$ cat src/rtl/rlm_pkg.sv
// Shared types and constants for the RMS level meter with peak hold.
// Used by rlm_ctrl, rlm_dp and rms_level_meter_peak_hold; depends on nothing.
`timescale 1ns / 1ps

package rlm_pkg;

    // Default buffer length; the top level hands it down as MAX_FRAMES.
    localparam int RLM_MAX_FRAMES = 256;

    // Fixed field widths.
    localparam int SAMPLE_W = 16;
    localparam int LEVEL_W  = 7;

    // A square of a 16-bit sample is at most 2^30, so it fits in 31 bits.
    localparam int SQ_W       = 31;
    localparam int FULL_SHIFT = 30;

    // Levels are on a 0..100 scale; squared they compare against sum*10000.
    localparam int LEVEL_MAX = 100;
    localparam int SCALE_MUL = 10000;
    localparam int SCALE_W   = 14;

    // Controller states.
    typedef enum logic [2:0] {
        ST_IDLE,
        ST_SCALE,
        ST_SQUARE,
        ST_COMPARE,
        ST_EMIT
    } t_state;

    // Commands from the controller to the datapath.
    typedef struct packed {
        logic acc;
        logic scale;
        logic square;
        logic compare;
        logic emit;
    } t_dp_cmd;

    // Status from the datapath to the controller.
    typedef struct packed {
        logic closes;
        logic bit_zero;
        logic out_free;
    } t_dp_sts;

endpackage

$ cat src/rtl/rms_level_meter_peak_hold.sv
// Top level of the RMS level meter with peak hold.
// Instantiates rlm_ctrl and rlm_dp; depends on rlm_pkg.
//
// Each accepted sample is squared and added to the buffer sum. A sample
// marked last, or the one that fills a buffer of MAX_FRAMES, closes the
// buffer. The block then scales the sum, runs the square and compare loop
// of the root search once per level bit (seven bits), and hands the result
// to the output register. No sample is taken during these steps, and the
// hand-off waits while the output register still holds an earlier result.
// The output register lets the next buffer start while a result still
// waits; a second result waits for the first to be taken. The peak clears
// only at reset.
`timescale 1ns / 1ps

module rms_level_meter_peak_hold #(
    parameter int MAX_FRAMES = rlm_pkg::RLM_MAX_FRAMES
) (
    input  logic                                i_clk,
    input  logic                                i_rst_n,
    input  logic                                i_in_valid,
    output logic                                o_in_ready,
    input  logic signed [rlm_pkg::SAMPLE_W-1:0] i_sample,
    input  logic                                i_last_sample,
    output logic                                o_out_valid,
    input  logic                                i_out_ready,
    output logic [rlm_pkg::LEVEL_W-1:0]         o_level,
    output logic [rlm_pkg::LEVEL_W-1:0]         o_peak_level
);
    import rlm_pkg::*;

    t_dp_cmd w_cmd;
    t_dp_sts w_sts;

    // Sequencer.
    rlm_ctrl u_ctrl (
        .i_clk      (i_clk),
        .i_rst_n    (i_rst_n),
        .i_in_valid (i_in_valid),
        .o_in_ready (o_in_ready),
        .i_sts      (w_sts),
        .o_cmd      (w_cmd)
    );

    // Arithmetic and storage.
    rlm_dp #(
        .MAX_FRAMES (MAX_FRAMES)
    ) u_dp (
        .i_clk         (i_clk),
        .i_rst_n       (i_rst_n),
        .i_sample      (i_sample),
        .i_last_sample (i_last_sample),
        .i_cmd         (w_cmd),
        .o_sts         (w_sts),
        .o_out_valid   (o_out_valid),
        .i_out_ready   (i_out_ready),
        .o_level       (o_level),
        .o_peak_level  (o_peak_level)
    );

endmodule

$ cat src/rtl/rlm_ctrl.sv
// Controller state machine for the RMS level meter.
// Sequences accumulation, scaling, the bit-serial root search and result hand-off.
// Depends on rlm_pkg.
`timescale 1ns / 1ps

module rlm_ctrl (
    input  logic            i_clk,
    input  logic            i_rst_n,
    input  logic            i_in_valid,
    output logic            o_in_ready,
    input  rlm_pkg::t_dp_sts i_sts,
    output rlm_pkg::t_dp_cmd o_cmd
);
    import rlm_pkg::*;

    t_state r_state;
    t_state n_state;

    // State register.
    always_ff @(posedge i_clk) begin
        if (!i_rst_n) begin
            r_state <= ST_IDLE;
        end else begin
            r_state <= n_state;
        end
    end

    // Next state: a closing sample starts the level search, which tries one
    // level bit per square and compare pair, then waits for the output slot.
    always_comb begin
        n_state = r_state;
        unique case (r_state)
            ST_IDLE: begin
                if (i_in_valid && i_sts.closes) begin
                    n_state = ST_SCALE;
                end
            end
            ST_SCALE:   n_state = ST_SQUARE;
            ST_SQUARE:  n_state = ST_COMPARE;
            ST_COMPARE: begin
                if (i_sts.bit_zero) begin
                    n_state = ST_EMIT;
                end else begin
                    n_state = ST_SQUARE;
                end
            end
            ST_EMIT: begin
                if (i_sts.out_free) begin
                    n_state = ST_IDLE;
                end
            end
            default: n_state = ST_IDLE;
        endcase
    end

    // Outputs: samples are taken only in the idle state.
    always_comb begin
        o_in_ready    = 1'b0;
        o_cmd         = '0;
        unique case (r_state)
            ST_IDLE: begin
                o_in_ready = 1'b1;
                o_cmd.acc  = i_in_valid;
            end
            ST_SCALE:   o_cmd.scale   = 1'b1;
            ST_SQUARE:  o_cmd.square  = 1'b1;
            ST_COMPARE: o_cmd.compare = 1'b1;
            ST_EMIT:    o_cmd.emit    = i_sts.out_free;
            default: begin
                o_in_ready = 1'b0;
            end
        endcase
    end

endmodule

$ cat src/rtl/rlm_dp.sv
// Datapath for the RMS level meter: square-and-add accumulator, sample counter,
// bit-serial level search, peak hold and the output register. Depends on rlm_pkg.
`timescale 1ns / 1ps

module rlm_dp #(
    parameter int MAX_FRAMES = rlm_pkg::RLM_MAX_FRAMES
) (
    input  logic                          i_clk,
    input  logic                          i_rst_n,
    input  logic signed [rlm_pkg::SAMPLE_W-1:0] i_sample,
    input  logic                          i_last_sample,
    input  rlm_pkg::t_dp_cmd              i_cmd,
    output rlm_pkg::t_dp_sts              o_sts,
    output logic                          o_out_valid,
    input  logic                          i_out_ready,
    output logic [rlm_pkg::LEVEL_W-1:0]   o_level,
    output logic [rlm_pkg::LEVEL_W-1:0]   o_peak_level
);
    import rlm_pkg::*;

    localparam int CW  = $clog2(MAX_FRAMES + 1);
    localparam int SW  = FULL_SHIFT + CW;
    localparam int MW  = SW + SCALE_W;
    localparam int QW  = CW + SCALE_W;
    localparam int LSW = 2 * LEVEL_W;
    localparam int BW  = $clog2(LEVEL_W);

    logic [SW-1:0]      r_sum;
    logic [CW-1:0]      r_cnt;
    logic [QW-1:0]      r_q;
    logic [LEVEL_W-1:0] r_lvl;
    logic [BW-1:0]      r_bit;
    logic [LSW-1:0]     r_sq;
    logic               r_trial_ok;
    logic [LEVEL_W-1:0] r_peak;
    logic               r_out_valid;
    logic [LEVEL_W-1:0] r_level_out;
    logic [LEVEL_W-1:0] r_peak_out;

    logic signed [2*SAMPLE_W-1:0] w_prod;
    logic [SQ_W-1:0]    w_sq;
    logic [MW-1:0]      w_scaled;
    logic [LEVEL_W-1:0] w_trial;
    logic [QW-1:0]      w_need;
    logic               w_keep;
    logic [LEVEL_W-1:0] w_peak_next;

    // Square of the sample; the most negative sample squares to exactly 2^30.
    assign w_prod = i_sample * i_sample;
    assign w_sq   = w_prod[SQ_W-1:0];

    // Sum*10000 / 2^30, floored. Since L*L*N*2^30 is a multiple of 2^30, the
    // test L*L*N*2^30 <= sum*10000 equals L*L*N <= this quotient.
    assign w_scaled = MW'(r_sum) * MW'(SCALE_MUL);

    // Candidate level with the current bit set, and its test against the quotient.
    assign w_trial = r_lvl | (LEVEL_W'(1) << r_bit);
    assign w_need  = QW'(r_sq) * QW'(r_cnt);
    assign w_keep  = r_trial_ok && (w_need <= r_q);

    assign w_peak_next = (r_lvl > r_peak) ? r_lvl : r_peak;

    // Status to the controller.
    assign o_sts.closes   = i_last_sample || (r_cnt == CW'(MAX_FRAMES - 1));
    assign o_sts.bit_zero = (r_bit == '0);
    assign o_sts.out_free = !r_out_valid || i_out_ready;

    // Accumulator and sample counter; cleared once the result is handed off.
    always_ff @(posedge i_clk) begin
        if (!i_rst_n) begin
            r_sum <= '0;
            r_cnt <= '0;
        end else if (i_cmd.emit) begin
            r_sum <= '0;
            r_cnt <= '0;
        end else if (i_cmd.acc) begin
            r_sum <= r_sum + SW'(w_sq);
            r_cnt <= r_cnt + CW'(1);
        end
    end

    // Bit-serial level search, most significant bit first.
    always_ff @(posedge i_clk) begin
        if (!i_rst_n) begin
            r_lvl <= '0;
            r_bit <= '0;
        end else if (i_cmd.scale) begin
            r_lvl <= '0;
            r_bit <= BW'(LEVEL_W - 1);
        end else if (i_cmd.compare) begin
            if (w_keep) begin
                r_lvl <= w_trial;
            end
            r_bit <= r_bit - BW'(1);
        end
    end

    // Search operands; payload only.
    always_ff @(posedge i_clk) begin
        if (i_cmd.scale) begin
            r_q <= w_scaled[MW-1:FULL_SHIFT];
        end
        if (i_cmd.square) begin
            r_sq       <= LSW'(w_trial) * LSW'(w_trial);
            r_trial_ok <= (w_trial <= LEVEL_W'(LEVEL_MAX));
        end
    end

    // Peak hold and output register.
    always_ff @(posedge i_clk) begin
        if (!i_rst_n) begin
            r_peak      <= '0;
            r_out_valid <= 1'b0;
        end else if (i_cmd.emit) begin
            r_peak      <= w_peak_next;
            r_out_valid <= 1'b1;
        end else if (i_out_ready) begin
            r_out_valid <= 1'b0;
        end
    end

    always_ff @(posedge i_clk) begin
        if (i_cmd.emit) begin
            r_level_out <= r_lvl;
            r_peak_out  <= w_peak_next;
        end
    end

    assign o_out_valid  = r_out_valid;
    assign o_level      = r_level_out;
    assign o_peak_level = r_peak_out;

    // The search never settles on a level above full scale.
    a_level_in_range: assert property (@(posedge i_clk) disable iff (!i_rst_n)
        r_lvl <= LEVEL_W'(LEVEL_MAX))
        else $error("level search went above full scale");

    // A result never shows a peak below its own level.
    a_peak_covers_level: assert property (@(posedge i_clk) disable iff (!i_rst_n)
        r_out_valid |-> (r_peak_out >= r_level_out))
        else $error("peak below reported level");

    // An empty buffer carries no energy.
    a_empty_sum_zero: assert property (@(posedge i_clk) disable iff (!i_rst_n)
        (r_cnt == '0) |-> (r_sum == '0))
        else $error("sum not cleared with count");

endmodule

$ cat config.mk
export PLATFORM = sky130hd
export DESIGN_NAME = rms_level_meter_peak_hold
export DESIGN_NICKNAME = d
export VERILOG_FILES = /design/src/rtl/rlm_pkg.sv /design/src/rtl/rms_level_meter_peak_hold.sv /design/src/rtl/rlm_ctrl.sv /design/src/rtl/rlm_dp.sv
export SDC_FILE = /design/constraint.sdc
export NUM_CORES = 2
export LEC_CHECK = 0
export ABC_AREA = 1
export CELL_PAD_IN_SITES_DETAIL_PLACEMENT = 0
export CELL_PAD_IN_SITES_GLOBAL_PLACEMENT = 1
export CORE_MARGIN = 3
export CORE_UTILIZATION = 50
export DETAILED_ROUTE_END_ITERATION = 7
export DONT_BUFFER_PORTS = 1
export HOLD_SLACK_MARGIN = 0.08
export PLACE_DENSITY = 0.8
export REMOVE_ABC_BUFFERS = 1
export SLEW_MARGIN = 20
export SYNTH_ARGS = -nofsm -noshare
export SYNTH_HDL_FRONTEND = slang
export SYNTH_SLANG_ARGS = --single-unit
$ cat constraint.sdc
create_clock -name i_clk -period 10 [get_ports i_clk]
set_input_delay 2.5 -clock i_clk [delete_from_list [all_inputs] [get_ports i_clk]]
set_output_delay 2.5 -clock i_clk [all_outputs]
set_load 0.01 [all_outputs]
# ---- Word level (Yosys, flattened, before mapping)
# Index checks and enable logic that the tools add are counted.
dict set report totals {
  reg_bits 121
  wordCells 61
  output_inout_bits 16
}
dict set report op_classes {
  reduce_logical 13
  n_addsub 3
  shift 1
  order_cmp 3
  n_mux 15
  mul 4
  n_bitwise 2
  n_eq_ne 7
}
# op n
set ops {}
lappend ops {{$mul A39 B10 Y49 const B} 1}
lappend ops {{$add A39 B31 Y39} 1}
lappend ops {{$mul A16 B16 Y31} 1}
lappend ops {{$le A23 B23 Y1} 1}
lappend ops {{$mul A14 B9 Y23} 1}
lappend ops {{$mux W3} 5}
lappend ops {{$pmux W3 S5} 1}
lappend ops {{$mul A7 B7 Y14} 1}
lappend ops {{$add A9 B1 Y9 const B} 1}
lappend ops {{$eq A9 B8 Y1 const B} 1}
lappend ops {{$mux W1} 8}
lappend ops {{$gt A7 B7 Y1} 1}
lappend ops {{$le A7 B7 Y1 const B} 1}
lappend ops {{$mux W7} 1}
lappend ops {{$or A7 B7 Y7} 1}
lappend ops {{$shl A1 B3 Y7 const A} 1}
lappend ops {{$eq A3 B2 Y1 const B} 2}
lappend ops {{$logic_not A3 Y1} 2}
lappend ops {{$ne A2 B1 Y1 const B} 2}
lappend ops {{$reduce_and A2 Y1} 2}
lappend ops {{$reduce_bool A2 Y1} 2}
lappend ops {{$reduce_or A2 Y1} 2}
lappend ops {{$eq A3 B1 Y1 const B} 1}
lappend ops {{$eq A3 B3 Y1 const B} 1}
lappend ops {{5 further kinds} 7}

# ---- Longest topological paths before layout
dict set report depth {
  ltp_word 5
  depth_mapped 39
  depth_no_buf 38
}

# ---- Cells and area by module
# A second synthesis with hierarchy kept.
dict set report unflattened {
  cells_unflattened 3722
  hier_area_um2 28195.8
}
# mod area_each_um2 cells_per_inst instances
set modules_own_cells {}
lappend modules_own_cells {rlm_dp 28014.4 3693 1}
lappend modules_own_cells {rlm_ctrl 181.4 29 1}

# ---- Worst setup path before layout
# OpenSTA, ideal clock, no wires.
dict set report synth_path {
  path_type {input -> register}
  from {input i_sample[15] (netlist name)}
  to {register u_dp.r_sum[33]}
  path_slack_ns 1.192
  stages 29
  t_arrival_ns 8.693
  n_path_buf 2
  path_cell_list {clkbuf_1 clkbuf_1 nand2_1 fa_1 inv_1 fa_1 fa_1 fa_1 fa_1 inv_1 fa_1 inv_1 ha_1 nand2_1 nor4_1 nand2_1 nand2_1 nand2_1 nand2_1 xor2_1 ha_1 nand2_1 inv_1 a21boi_0 nand2_1 a21oi_1 nand3_1 a21oi_1 nor2_1}
}
dict set report synth_via {
  elab_chain_len 2
}
# element line_no
set synth_rtl {}
lappend synth_rtl {{from (decl)} rms_level_meter_peak_hold.sv:22} ;# input logic signed [rlm_pkg::SAMPLE_W-1:0] i_sample,
lappend synth_rtl {{$mul A16 B16 Y31} rlm_dp.sv:49} ;# assign w_prod = i_sample * i_sample;
lappend synth_rtl {{$add A39 B31 Y39} rlm_dp.sv:77} ;# r_sum <= r_sum + SW'(w_sq);
lappend synth_rtl {{to (signal assigned)} rlm_dp.sv:77}
lappend synth_rtl {{to (decl)} rlm_dp.sv:28} ;# logic [SW-1:0] r_sum;
# No other way between the ends.
# A chain may end at the register's enable or synchronous reset.

# ---- Worst setup path after layout
# Same ends and word-level chain as after synthesis.

==> flow_metrics.py <==
metrics = {
    "synth": {
        "ys_seq_area_share_pct": 10.14,
        "postSynth.asyncResetShare_pct": 0,
        "synth_area_per_cell_um2": 7.439,
        "synth_top_area_share_pct": 29.41,
        "synthesis.area_um2": 28720,
        "ys_ff_latch": 120,
        "ys.flop_type": "dfxtp_1",
        "synthMostInstantiatedCell": "inv_1",
        "synth.yosys.warnings": 0,
        "post_synth_xor_area_fraction_pct": 3.110,
        "synth_mux_area_share_pct": 0,
        "yosys.area_share.adder_pct": 45.53,
        "leading_post_synthesis_cells_by_cell_area": "fa_1 29%, ha_1 16%, inv_1 15%",
        "synth_area_leader_cell": "fa_1",
        "netlist_instances": 3861,
        "largest_family_of_logic_cells_by_synthesized_area": "adder cells",
        "synth-compound-area-share_pct": 8.255,
        "synth.distinct_cells": 45,
        "synth-edff-count": 51,
        "synth-simple-area-share_pct": 17.08,
        "post_synth_most_frequent_cells": "1130 x inv_1, 771 x nand2_1, 422 x fa_1",
    },
    "sta": {
        "layout_worst_path_cycle_share_pct": 93.66,
        "max-slew-margin-rel_pct": 43.13,
        "timing.final.setup_violations": 0,
        "worst_slew_pin_slew_ns": 0.8531,
        "setup_tns_ns": 0,
        "maxSlewViolCount": 0,
        "maxClockFrequency_mhz": 106.8,
        "timing_hold_violations_final": 0,
        "setup_repair_after_global_routing_missed_its_margin": "false",
        "period_minus_slack_ns": 9.366,
        "timing.clock.skew_ns": 0.01606,
    },
    "critical_path": {
        "timing.critical_path.mode_cell": "fa_1",
        "critical_path_peak_fanout": 23,
        "worst_path_largest_cell_delay_ns": 0.71,
        "worst-endpoint-required_ns": 10.33,
        "critical_path_class": "in -> reg",
        "critPathArrivalTime_ns": 9.70,
        "slowest_cp_cell": "fa_1",
        "cp.buffers_inverters": 4,
        "cp-end-kind": "register",
        "cpLargestDelayFamily": "adder cells",
        "start_kind": "input port",
    },
    "die": {
        "pin_count": 37,
        "die-width_um": 245.7,
        "die_height_um": 245.7,
        "rows": 87,
        "dieArea_um2": 60350,
        "initial_core_util_pct": 50.74,
        "core_area_um2": 56600,
    },
    "global_route": {
        "grt_start_max_net_pins": 54,
        "first_global_vias": 23560,
        "grt.total_usage_pct": 25.39,
        "gr-total-overflow": 0,
        "grt_first_pass_wirelength_um": 121900,
        "grt_antenna_before_repair": 0,
    },
    "clock_tree": {
        "cts.clk_slew.worst_paths_ns": 0.06,
        "ctsHtreeMaxLevel": 4,
        "worst_skew_pair.late_latency_ns": 0.45,
        "clockRootBuffer": "clkbuf_16",
        "cts_setup_buffers": 0,
        "cts_tree": "built",
        "cts_buffers": 17,
        "cts_repair_resize_count": 0,
        "number_of_hold_buffers_added_after_cts": 0,
        "max-clock-path-buffers": 2,
        "clock-sinks": 120,
    },
    "layout": {
        "antenna_cells_inserted": 0,
        "area_growth_syn_to_layout_pct": 4.539,
        "layout.nets": 4625,
        "stdcell_area_um2": 30030,
        "filler_instances": 5645,
        "layout_cells_sized_above_1_pct": 1.569,
    },
    "drt": {
        "drt_iter0_drc": 1460,
        "dr_total_vias": 22920,
        "drt.antenna.violating_nets": 0,
        "wl_per_cell_um": 15.77,
        "detail_route.vias_per_cell": 5.003,
        "detail_route.drc_violations": 0,
        "drt-total-wl_um": 72220,
        "detailedRoute.firstPassIterationCount": 5,
    },
    "placed_design": {
        "detailed_place.area_um2": 29420,
        "routability_congestion_estimate": 0.9644,
        "hpwl_um": 62750,
        "place.port_buffers": 0,
    },
    "status": {
        "run_status": "finished clean",
    },
    "job": {
        "drv_cap": 0,
    },
    "hold_path": {
        "worstHoldPathType": "reg -> reg",
    },
}
[path summary, 6_finish.rpt]
check | from | endpoint | slack, ns | depth (start not counted)
worst max-delay path | i_sample[15] | u_dp.r_sum[33] | 0.63 | 28
worst max register to register | u_dp.r_cnt[6] | u_dp.r_lvl[1] | 3.86 | 25
worst min register to register | u_dp.r_lvl[0] | u_dp.o_level[0] | 0.45 | 0
worst min-delay path | u_dp.r_lvl[0] | u_dp.o_level[0] | 0.45 | 0
[state kept, by name, summed over array words and instances, names as in the netlist]
name	count
u_ctrl.r_state	3
u_dp.o_level	7
u_dp.o_out_valid	1
u_dp.o_peak_level	7
u_dp.r_bit	3
u_dp.r_cnt	9
u_dp.r_lvl	7
u_dp.r_peak	7
u_dp.r_q	23
u_dp.r_sq	13
u_dp.r_sum	39
u_dp.r_trial_ok	1
[placed cells by master, fill, tap and decap left out, types with 6 or more instances in the layout]
master / synthesis / layout
nand4_1: 31 / 31
nor4_1: 9 / 9
xor2_1: 71 / 71
inv_1: 1130 / 1130
nand3_1: 106 / 106
a21oi_1: 221 / 221
xnor2_1: 31 / 31
a21o_1: 17 / 17
nand2_1: 771 / 771
nor3_1: 36 / 36
nand2_2: 6 / 6
a31oi_1: 8 / 8
o21a_1: 11 / 11
dfxtp_1: 69 / 69
edfxtp_1: 51 / 51
fa_1: 422 / 422
ha_1: 370 / 370
o21ai_0: 119 / 119
clkbuf_16: 0 / 18
nor2_1: 227 / 226
o21bai_1: 31 / 31
[through the flow]
stage	utilization [%]	std cells	setup WS (ns)	hold WS (ns)
floorplan	-	3788	1.590	0.4082
CTS	53.03	4581	0.9179	0.4495
finish	53.04	4581	0.6343	0.4513
detailed placement	51.97	4549	0.4890	0.4359
global placement	51.97	4549	0.4024	0.4316
global route	53.04	4581	0.1590	0.4577
[worst reg2reg max path: stages (launching register included)]
cell     delay (ns)
dfxtp_1        0.79
nand2_1        0.15
fa_1           0.52
inv_1          0.06
fa_1           0.51
fa_1           0.54
fa_1           0.51
ha_1           0.39
nand2_1        0.11
o21ai_0        0.30
a21oi_1        0.13
o21ai_0        0.31
nand3_1        0.15
nand2_1        0.08
nand2_1        0.04
nand2_1        0.06
inv_1          0.05
ha_1           0.28
nand2_1        0.07
nor2_1         0.12
nor3b_1        0.20
nand2_1        0.08
nand3_1        0.06
nand2_1        0.08
nand3_1        0.27
a21oi_1        0.12
[layout make-up]
class                           count  area [µm²]  area share, %
Clock buffer                       18       450.4          1.500
Clock inverter                     14       151.4         0.5042
Inverter                         1136        4264          14.20
Multi-Input combinational cell   2532       21260          70.82
Sequential cell                   120        2913          9.701
Tap cell                          756       945.9          3.150
Timing Repair Buffer                5       37.54         0.1250
[logic make-up after synthesis]
kind of cell | Yosys count
other | 2
adders and majority gates | 792
DFF | 120
buffers and inverters | 1209
and+or+nand+nor | 1208
AOI/OAI and AO/OA | 428
xor gates and xnor gates | 102
[routing by layer]
layer / track usage [%] / vias up / wire (µm)
met2: 39.32 / 519 / 31040
met5: 0 / - / 0
met4: 4.220 / 0 / 1094
met3: 4.067 / 56 / 4325
met1: 38.00 / 10880 / 35760
li1: - / 11470 / -
Power is left out: the tool's default activity adds up to more than one toggle a clock period on the data nets, which glitch-free logic cannot reach.
